### config.mk
export PLATFORM = sky130hd
export DESIGN_NAME = nonce_result_filter_top
export DESIGN_NICKNAME = d
export VERILOG_FILES = /design/src/nrf_pkg.sv /design/src/nonce_result_filter_top.sv
export SDC_FILE = /design/constraint.sdc
export NUM_CORES = 2
export LEC_CHECK = 0
export ABC_AREA = 1
export BUFFER_PORTS_ARGS = -buffer_cell sky130_fd_sc_hd__clkbuf_2
export CORE_MARGIN = 2
export CORE_UTILIZATION = 41
export CTS_CLUSTER_SIZE = 14
export DETAILED_ROUTE_END_ITERATION = 10
export REMOVE_ABC_BUFFERS = 1
export SYNTH_ARGS = -nofsm -noshare
export SYNTH_HDL_FRONTEND = slang
export SYNTH_SLANG_ARGS = --single-unit
### constraint.sdc
create_clock -name clk -period 14.1 [get_ports clk]
set_clock_uncertainty 0.1 [all_clocks]
set_input_delay 1.41 -clock clk [delete_from_list [all_inputs] [get_ports clk]]
set_output_delay 1.41 -clock clk [all_outputs]
set_load 0.05 [all_outputs]
### src/nrf_pkg.sv
// shared constants and types for the nonce result filter
package nrf_pkg;

  // default sizes
  localparam int MaxSlotsDef  = 8;
  localparam int MaxGoldenDef = 4;
  localparam int RingDepthDef = 64;

  // fixed field widths
  localparam int NonceW    = 32;
  localparam int SlotW     = 3;
  localparam int SlotsCfgW = 4;
  localparam int ExtraCfgW = 2;
  localparam int CfgDataW  = 4;
  localparam int CfgIdxW   = 2;
  localparam int GoldenPorts = 4;
  localparam int GoldenIdxW  = 2;
  localparam int GoldenCntW  = 3;

  // configuration register indexes
  localparam logic [CfgIdxW-1:0] RegSlotsInUse    = 2'd0;
  localparam logic [CfgIdxW-1:0] RegExtraSolution = 2'd1;

  // sequencer states
  typedef enum logic [5:0] {
    S_IDLE  = 6'b000001,
    S_HIST  = 6'b000010,
    S_NEXT  = 6'b000100,
    S_SCAN  = 6'b001000,
    S_STORE = 6'b010000,
    S_EMIT  = 6'b100000
  } state_t;

endpackage

### src/nonce_result_filter_top.sv
// nonce result filter: slot history check and ring based duplicate share filter
//
// Usage: an item (one slot report) is taken at a clock edge with start high
// and busy low. busy stays high until the last result word of the item has
// been driven. Results come one per cycle, each marked by done for exactly
// one cycle; last flags the final word of the item. The receiver cannot
// stall, so words are simply driven in order.
// Sequence: the slot history is read as the item is taken and is checked and
// written back in the next cycle; then, with a valid slot and hash_ok set,
// each enabled, nonzero golden nonce is looked for in the ring through its
// single read port, up to the ring length and stopping at a match; a miss
// stores it as a new share. Then one result word per share (or one if none)
// is driven. One item is in work at a time. Configuration is written through
// wr_en / wr_index / wr_data; the user must write it only while idle, as the
// block itself does not enforce this. Reset (rst, synchronous) restores the
// register defaults and clears slot history and ring through valid bits at
// once, with no sweep, plus ring pointer and highest nonce; a restart item
// clears the same state, but not the registers, as it is taken.
module nonce_result_filter_top
  import nrf_pkg::*;
#(
  parameter int MAX_SLOTS  = MaxSlotsDef,
  parameter int MAX_GOLDEN = MaxGoldenDef,
  parameter int RING_DEPTH = RingDepthDef
) (
  input  logic                clk,
  input  logic                rst,
  input  logic                start,
  output logic                busy,
  input  logic                restart,
  input  logic [SlotW-1:0]    slot,
  input  logic [NonceW-1:0]   slot_nonce,
  input  logic                hash_ok,
  input  logic [NonceW-1:0]   golden_a,
  input  logic [NonceW-1:0]   golden_b,
  input  logic [NonceW-1:0]   golden_c,
  input  logic [NonceW-1:0]   golden_d,
  input  logic                wr_en,
  input  logic [CfgIdxW-1:0]  wr_index,
  input  logic [CfgDataW-1:0] wr_data,
  output logic                done,
  output logic                share_valid,
  output logic [NonceW-1:0]   share_nonce,
  output logic                overflow,
  output logic                hw_error,
  output logic [NonceW-1:0]   highest_nonce,
  output logic                last
);

  localparam int HistIdxW = (MAX_SLOTS > 1) ? $clog2(MAX_SLOTS) : 1;
  localparam int PtrW     = (RING_DEPTH > 1) ? $clog2(RING_DEPTH) : 1;
  localparam int LenW     = $clog2(RING_DEPTH + 1);
  localparam int RawLenW  = 9;

  // configuration registers
  logic [SlotsCfgW-1:0] slots_in_use;
  logic [ExtraCfgW-1:0] extra_solutions;

  // memories and their valid bits
  logic [NonceW-1:0] hist_mem [MAX_SLOTS];
  logic [NonceW-1:0] ring_mem [RING_DEPTH];
  logic [MAX_SLOTS-1:0]  hist_ok;
  logic [RING_DEPTH-1:0] ring_ok;
  logic [NonceW-1:0] hist_rdata;
  logic [NonceW-1:0] ring_rdata;

  // run state
  logic [PtrW-1:0]   ring_pointer;
  logic [NonceW-1:0] highest_seen;

  // sequencer
  state_t state;
  logic [HistIdxW-1:0]   slot_q;
  logic [NonceW-1:0]     cnt_q;
  logic                  ok_q;
  logic                  slot_err_q;
  logic [NonceW-1:0]     gold_q [GoldenPorts];
  logic [LenW-1:0]       len_q;
  logic [GoldenCntW-1:0] ng_q;
  logic [GoldenCntW-1:0] gidx;
  logic [NonceW-1:0]     cur_g;
  logic [LenW-1:0]       issue_cnt;
  logic                  rd_vld;
  logic [PtrW-1:0]       rd_idx;
  logic                  ovf_q;
  logic                  err_q;
  logic [NonceW-1:0]     share_buf [GoldenPorts];
  logic [GoldenCntW-1:0] nshare;
  logic [GoldenCntW-1:0] emit_idx;

  // ring length, golden count and slot check from the registers
  logic [RawLenW-1:0]    raw_len;
  logic [LenW-1:0]       len_now;
  logic [GoldenCntW-1:0] ng_raw;
  logic [GoldenCntW-1:0] ng_now;
  logic                  slot_bad;

  always_comb begin
    raw_len = RawLenW'(slots_in_use) * (RawLenW'(extra_solutions) + RawLenW'(1));
    raw_len = raw_len << 1;
    if (raw_len > RawLenW'(RING_DEPTH)) begin
      len_now = LenW'(RING_DEPTH);
    end else if (raw_len == '0) begin
      len_now = LenW'(1);
    end else begin
      len_now = raw_len[LenW-1:0];
    end
    ng_raw = GoldenCntW'(extra_solutions) + GoldenCntW'(1);
    ng_now = (ng_raw > GoldenCntW'(MAX_GOLDEN)) ? GoldenCntW'(MAX_GOLDEN) : ng_raw;
    slot_bad = ((SlotsCfgW+1)'(slot) >= (SlotsCfgW+1)'(slots_in_use)) ||
               ((SlotsCfgW+1)'(slot) >= (SlotsCfgW+1)'(MAX_SLOTS));
  end

  // history check terms
  logic [NonceW-1:0] hist_val;
  logic              hist_drop;

  always_comb begin
    hist_val  = hist_ok[slot_q] ? hist_rdata : '0;
    hist_drop = cnt_q[30:4] < hist_val[30:4];
  end

  // ring scan hit and store pointer
  logic           scan_hit;
  logic           scan_end;
  logic [LenW-1:0] ptr_eff;
  logic [LenW-1:0] ptr_inc;

  always_comb begin
    scan_hit = rd_vld && ring_ok[rd_idx] && (ring_rdata == cur_g);
    scan_end = (issue_cnt == len_q) && !rd_vld;
    ptr_eff  = (LenW'(ring_pointer) >= len_q) ? '0 : LenW'(ring_pointer);
    ptr_inc  = ptr_eff + LenW'(1);
    if (ptr_inc >= len_q) begin
      ptr_inc = '0;
    end
  end

  // golden select
  logic [NonceW-1:0] sel_g;

  always_comb begin
    sel_g = gold_q[gidx[GoldenIdxW-1:0]];
  end

  logic emit_last;

  always_comb begin
    emit_last = (nshare == '0) || (emit_idx == nshare - GoldenCntW'(1));
  end

  assign busy = (state != S_IDLE);

  // control state
  always_ff @(posedge clk) begin
    if (rst) begin
      state           <= S_IDLE;
      slots_in_use    <= SlotsCfgW'(1);
      extra_solutions <= '0;
      hist_ok         <= '0;
      ring_ok         <= '0;
      ring_pointer    <= '0;
      highest_seen    <= '0;
      done            <= 1'b0;
      rd_vld          <= 1'b0;
      issue_cnt       <= '0;
      gidx            <= '0;
      nshare          <= '0;
      emit_idx        <= '0;
    end else begin
      // result strobe follows the emit state
      done <= (state == S_EMIT);
      // register writes
      if (wr_en) begin
        unique case (wr_index)
          RegSlotsInUse:    slots_in_use    <= wr_data[SlotsCfgW-1:0];
          RegExtraSolution: extra_solutions <= wr_data[ExtraCfgW-1:0];
          default: ;
        endcase
      end
      unique case (state)
        S_IDLE: begin
          if (start) begin
            if (restart) begin
              hist_ok      <= '0;
              ring_ok      <= '0;
              ring_pointer <= '0;
              highest_seen <= '0;
            end
            state <= S_HIST;
          end
        end
        S_HIST: begin
          gidx   <= '0;
          nshare <= '0;
          if (slot_err_q) begin
            emit_idx <= '0;
            state    <= S_EMIT;
          end else begin
            if (cnt_q > highest_seen) begin
              highest_seen <= cnt_q;
            end
            if (!hist_drop) begin
              hist_ok[slot_q] <= 1'b1;
            end
            if (!ok_q) begin
              emit_idx <= '0;
              state    <= S_EMIT;
            end else begin
              state <= S_NEXT;
            end
          end
        end
        S_NEXT: begin
          if (gidx == ng_q) begin
            emit_idx <= '0;
            state    <= S_EMIT;
          end else if (sel_g == '0) begin
            gidx <= gidx + GoldenCntW'(1);
          end else begin
            issue_cnt <= '0;
            rd_vld    <= 1'b0;
            state     <= S_SCAN;
          end
        end
        S_SCAN: begin
          if (issue_cnt != len_q) begin
            issue_cnt <= issue_cnt + LenW'(1);
          end
          rd_vld <= !scan_hit && (issue_cnt != len_q);
          if (scan_hit) begin
            gidx   <= gidx + GoldenCntW'(1);
            state  <= S_NEXT;
          end else if (scan_end) begin
            state <= S_STORE;
          end
        end
        S_STORE: begin
          ring_ok[ptr_eff[PtrW-1:0]] <= 1'b1;
          ring_pointer <= ptr_inc[PtrW-1:0];
          nshare       <= nshare + GoldenCntW'(1);
          gidx         <= gidx + GoldenCntW'(1);
          state        <= S_NEXT;
        end
        S_EMIT: begin
          emit_idx <= emit_idx + GoldenCntW'(1);
          if (emit_last) begin
            state <= S_IDLE;
          end
        end
        default: state <= S_IDLE;
      endcase
    end
  end

  // item payload, memories and result word
  always_ff @(posedge clk) begin
    // history memory: read on accept, write back in the check cycle
    if (state == S_IDLE && start) begin
      hist_rdata <= hist_mem[HistIdxW'(slot)];
      slot_q     <= HistIdxW'(slot);
      cnt_q      <= slot_nonce;
      ok_q       <= hash_ok;
      slot_err_q <= slot_bad;
      gold_q[0]  <= golden_a;
      gold_q[1]  <= golden_b;
      gold_q[2]  <= golden_c;
      gold_q[3]  <= golden_d;
      len_q      <= len_now;
      ng_q       <= ng_now;
    end
    if (state == S_HIST) begin
      ovf_q <= !slot_err_q && hist_drop;
      err_q <= slot_err_q || !ok_q;
      if (!slot_err_q && !hist_drop) begin
        hist_mem[slot_q] <= cnt_q;
      end
    end
    if (state == S_NEXT) begin
      cur_g <= sel_g;
    end
    // ring memory: one read per scan cycle, write on store
    if (state == S_SCAN) begin
      ring_rdata <= ring_mem[issue_cnt[PtrW-1:0]];
      rd_idx     <= issue_cnt[PtrW-1:0];
    end
    if (state == S_STORE) begin
      ring_mem[ptr_eff[PtrW-1:0]] <= cur_g;
      share_buf[nshare[GoldenIdxW-1:0]] <= cur_g;
    end
    // result word
    if (state == S_EMIT) begin
      share_valid   <= (nshare != '0);
      share_nonce   <= (nshare != '0) ? share_buf[emit_idx[GoldenIdxW-1:0]] : '0;
      overflow      <= ovf_q;
      hw_error      <= err_q;
      highest_nonce <= highest_seen;
      last          <= emit_last;
    end
  end

endmodule
# Yosys cells after proc, flatten, opt, wreduce, memory -nomap -nowiden
# Memories as Yosys holds them, arrays and structs flattened. A register that Yosys moved wholly into a read port is not among the register bits.
# Index checks and enable logic that the tools add are counted.
[op_classes]
n_eq_ne = 28
muxes = 62
addsub = 8
n_bitwise = 2
n_mul = 1
order_cmp = 12
reduce_logical = 39
[ops]
columns = ["cell", "count"]
rows = [
  ["32-bit 2-to-1 mux", 4],
  ["64-bit 2-to-1 mux", 2],
  ["64-bit case mux with 2 select lines", 1],
  ["6-bit 2-to-1 mux", 12],
  ["64-bit bitwise OR", 1],
  ["32-bit case mux with 2 select lines", 1],
  ["6-bit case mux with 6 select lines", 1],
  ["32-bit equality test", 1],
  ["32-bit > comparator", 1],
  ["32-bit zero test", 1],
  ["8-bit 2-to-1 mux", 4],
  ["31-bit 2-to-1 mux", 1],
  ["7-bit 2-to-1 mux", 4],
  ["27-bit < comparator", 1],
  ["2-bit inequality test (second input constant)", 12],
  ["3-bit 2-to-1 mux", 6],
  ["8-bit case mux with 2 select lines", 1],
  ["6-bit by 7-bit < comparator with 1-bit output (second input constant)", 2],
  ["7-bit case mux with 2 select lines", 1],
  ["1-bit 2-to-1 mux", 13],
  ["3-bit case mux with 4 select lines", 1],
  ["6-bit case mux with 2 select lines", 1],
  ["4-bit AND reduction", 3],
  ["5-bit AND reduction", 2],
  ["47 further kinds", 75],
]
[totals]
register_bits = 263
ramBits = 2560
in_bits = 175
memories = 4
elab_cells = 185
output_inout_bits = 70
[mem_list]
columns = ["name", "depth", "word_bits", "read_ports", "rd_ports_with_merged_regs", "wr", "line", "rtl"]
rows = [
  ["ring_mem", 64, 32, 1, 1, 1, "nonce_result_filter_top.sv:61", "logic [NonceW-1:0] ring_mem [RING_DEPTH];"],
  ["hist_mem", 8, 32, 1, 1, 1, "nonce_result_filter_top.sv:60", "logic [NonceW-1:0] hist_mem [MAX_SLOTS];"],
  ["gold_q", 4, 32, 1, 1, 4, "nonce_result_filter_top.sv:77", "logic [NonceW-1:0] gold_q [GoldenPorts];"],
  ["share_buf", 4, 32, 1, 1, 1, "nonce_result_filter_top.sv:87", "logic [NonceW-1:0] share_buf [GoldenPorts];"],
]

# Logic depth before layout (Yosys ltp)
[logic_depth]
word_depth = 9
ltp_mapped = 19
depth_no_buf = 18

# Least setup slack after synthesis
# Ideal clock, no wire load.
[synth_timing]
path_type = "register -> register"
startpoint = "reg, netlist name cur_g[8]"
endpoint = "reg cnt_q[0] (enable)"
setup_slack_ns = 2.594
path_stages_with_launch = 15
period_less_slack_ns = 11.506
arrival_ns = 10.638
setup_time_ns = 0.768
n_path_buf = 0
path_cell_list = "edfxtp_1 inv_1 nand2_1 o21ai_0 nor2_1 nand2_1 nor2_1 nand3_1 nor2_1 nand3_1 nand2_1 inv_1 nand2_1 nand2_1 nor2_1"
[synth_rtl]
columns = ["item", "line", "rtl"]
rows = [
  ["end signal: assignment", "nonce_result_filter_top.sv:262", "cnt_q <= slot_nonce;"],
  ["end: declaration", "nonce_result_filter_top.sv:74", "logic [NonceW-1:0] cnt_q;"],
]

==> summary.md <==
| Metric | Value |
|---|---|
| Status | `finished clean` |
| Rows | `193` |
| Post-CTS resize count | `0` |
| Clock slew at reported path FFs | `0.06 ns` |
| RSZ-0062 raised after global routing | `false` |
| H-tree levels | `5` |
| Largest net degree at the start of global routing | `201` |
| Dpl cells | `12.37k` |
| Post-DP HPWL | `181,300 um` |
| Initial DRC count | `10.25k` |
| Synth unique cells | `54` |
| CP Launch Point | `cur_g[31]` |
| WP data arrival | `6.84 ns` |
| Cell area after layout | `128,900 sq um` |
| Post-CTS Setup Inserts | `0` |
| Synth warn | `0` |
| Worst hold path class | `reg -> reg` |
| Global Route Usage Sum | `23.90%` |
| Total gr overflow | `0` |
| Hold Path Origin | `ovf_q` |
| Global-route wire length before repair | `500,000 um` |
| Mean Syn Cell Area | `12.94 sq um` |
| Crit. End Element | `flop` |
| Die Ht | `531.3 um` |
| CTS sink cnt | `2,876` |
| Mapped cell area | `114,000 sq um` |
| Startpoint types | `flop` |
| Clk_lat worst skew | `0.87 ns` |
| Clk buf depth | `4` |
| # Max-Cap Violations | `0` |
| Wire per inst | `27.01 um` |
| Reg2reg start | `cur_g[31]` |
| Fin nets | `9,238` |
| Routed wire length | `348,600 um` |
| GPL Wtd Cong | `0.8299` |
| Fmax | `0.1545 GHz` |
| Post-synthesis register bit count | `2,876` |
| Final Max Slew Viols | `0` |
| Drt pass-1 iters | `6` |
| Fin cells | `12.91k` |
| TritonCTS buffer count | `303` |
| Crit-path max FO | `95` |
| Static Leak | `42.34 nW` |
| Vias in the first global route | `72.19k` |
| Pwr Total | `18.03 mW` |
| Hold buffers post-CTS | `0` |
| Seq/Total Area, Yosys | `74.50%` |
| Pwr per Cell Area | `139.9 nW/um^2` |
| Req. time, crit path | `14.46 ns` |
| Setup-failing EPs final | `0` |
| Relative slew slack | `13.68%` |
| Setup CP Type | `reg -> reg` |
| Drc violations | `0` |
| Proportion of layout cells with a drive suffix above 1 | `10.92%` |
| Die X | `531.3 um` |
| I/O Buffers | `244` |
| Maximum ir drop on the vdd rail | `0.1365 mV` |
| Die area | `282,300 sq um` |
| Period utilization | `45.90%` |
| Slew @ Worst Pin | `1.289 ns` |
| Routed Antenna Nets | `0` |
| TritonCTS clock tree | `done` |
| Hold Vio Cnt, Final | `0` |
| Vias per cell | `5.873` |
| Initial antenna violation count | `14` |
| Io pins | `245` |
| Placed Area | `119,500 sq um` |
| Starting Density | `41.23%` |
| Min Tclk post-route | `6.472 ns` |
| Placeable core area | `276,500 sq um` |
| Root Buffer | `clkbuf_16` |
| Synth-to-Final Area Change | `13.05%` |
| Synth Instances | `8,812` |
| Via count | `75.80k` |
synthesized netlist by cell type, drive strengths merged:
library cell,n,share of area [%]
nor4,19,0.19
a22oi,1,0.019
fa,3,0.053
a21boi,2,0.013
edfxtp,2734,72
inv,232,0.76
o22ai,351,1.9
buf,195,0.92
clkinv,2,0.0066
clkbuf,390,1.3
nand4,66,0.37
xnor2,11,0.085
o2111ai,1,0.0077
a32oi,1,0.0077
nand3b,3,0.020
a21oi,225,1.0
dfxtp,142,2.5
xor2,18,0.14
a31oi,92,0.50
nand3,371,1.6
nor2,1550,5.3
o221ai,195,1.5
nand2,767,2.6
nor3,24,0.13
ha,91,1.0
o31ai,1,0.0066
a32o,9,0.079
a211oi,1,0.0066
a2111oi,1,0.024
o21ai,1232,5.4
o21a,2,0.013
or2,4,0.022
a22o,2,0.015
a221oi,2,0.015
o211ai,67,0.44
o21bai,5,0.033
power by group:
part / switching [mW] / internal [mW] / leakage (nW) / total (mW)
clock network: 3.26 / 4.40 / 4.55 / 7.66
registers: 0.117 / 9.50 / 25.9 / 9.61
logic: 0.572 / 0.183 / 11.9 / 0.754
total: 3.95 / 14.1 / 42.3 / 18.0
per-stage QoR:
step	setup WS (ns)	hold slack [ns]	utilization, %	setup TNS [ns]
3_5_place_dp	7.667	0.3075	43.24	0
4_1_cts	7.654	0.3207	46.61	0
6_report	7.628	0.3185	46.62	0
3_3_place_gp	7.792	0.3115	43.24	0
5_1_grt	7.243	0.3436	46.61	0
2_1_floorplan	-36.20	0.3003	-	-3434.55
logic make-up (layout without fill, tap and decap cells):
family / count (synthesis) / after routing / share of synthesized area [%]
other: 0 / 8 / 0
AOI/OAI and AO/OA: 2190 / 2190 / 11.03
adders and majority gates: 94 / 94 / 1.051
xor gates and xnor gates: 29 / 29 / 0.2228
buffers and inverters: 819 / 1201 / 2.973
and+or+nand+nor: 2804 / 2804 / 10.22
DFF: 2876 / 2876 / 74.50
worst paths after layout:
path,endpoint,slack (ns),cells past startpoint
worst min register to register,overflow,0.32,0
worst max register to register,gold_q[1][6],7.63,15
worst max-delay path,gold_q[1][6],7.63,15
worst min-delay path,overflow,0.32,0
cell type report:
cell class	count	area (sq um)
multi-input cells	5117	26270
flip-flops and latches	2876	84960
repair buffers	437	2785
fillers	24230	147600
clock buffers	401	8190
diodes	8	20.02
inverters	234	903.4
well taps	3705	4636
clock inverters	129	1132
flip-flops by register name, indices dropped and copies added (netlist names), 4 cells and up, named ones only:
| name | cells |
|---|---|
| ring_mem | 2048 |
| hist_mem | 216 |
| gold_q | 128 |
| share_buf | 128 |
| ring_ok | 64 |
| cnt_q | 32 |
| cur_g | 32 |
| highest_nonce | 32 |
| highest_seen | 32 |
| ring_rdata | 32 |
| share_nonce | 32 |
| hist_rdata | 27 |
| hist_ok | 8 |
| issue_cnt | 7 |
| len_q | 7 |
| rd_idx | 6 |
| ring_pointer | 6 |
| state | 6 |
| slots_in_use | 4 |
cells in the final DEF (no fill, tap or decap), drive strengths merged, types with 195 or more instances in the layout:
cell type / count
a21oi: 225
clkbuf: 644
edfxtp: 2734
inv: 240
nand2: 767
nand3: 371
nor2: 1550
o21ai: 1232
o221ai: 195
o22ai: 351
worst max-delay path, cell delays in order (launching register included):
cell and delay, ns:
edfxtp_1 1.03, nand2_1 0.12, inv_1 0.08, o21ai_0 0.11
nor3_1 0.46, nand3_1 0.14, nor2_1 0.47, nand3_1 0.32
nand2_1 0.24, inv_1 0.08, nand2_1 0.10, nand2_1 0.11
nor2_4 0.09, buf_4 0.71, buf_4 0.74, buf_4 0.96
layer usage:
layer	routed length, um	track usage, %	up-vias
li1	-	-	32890
met1	141400	33.42	38260
met2	158700	37.48	3967
met3	34790	3.925	680
met4	13680	9.025	6
met5	36	0	-
No activity file was read; power rests on OpenSTA's default activity.
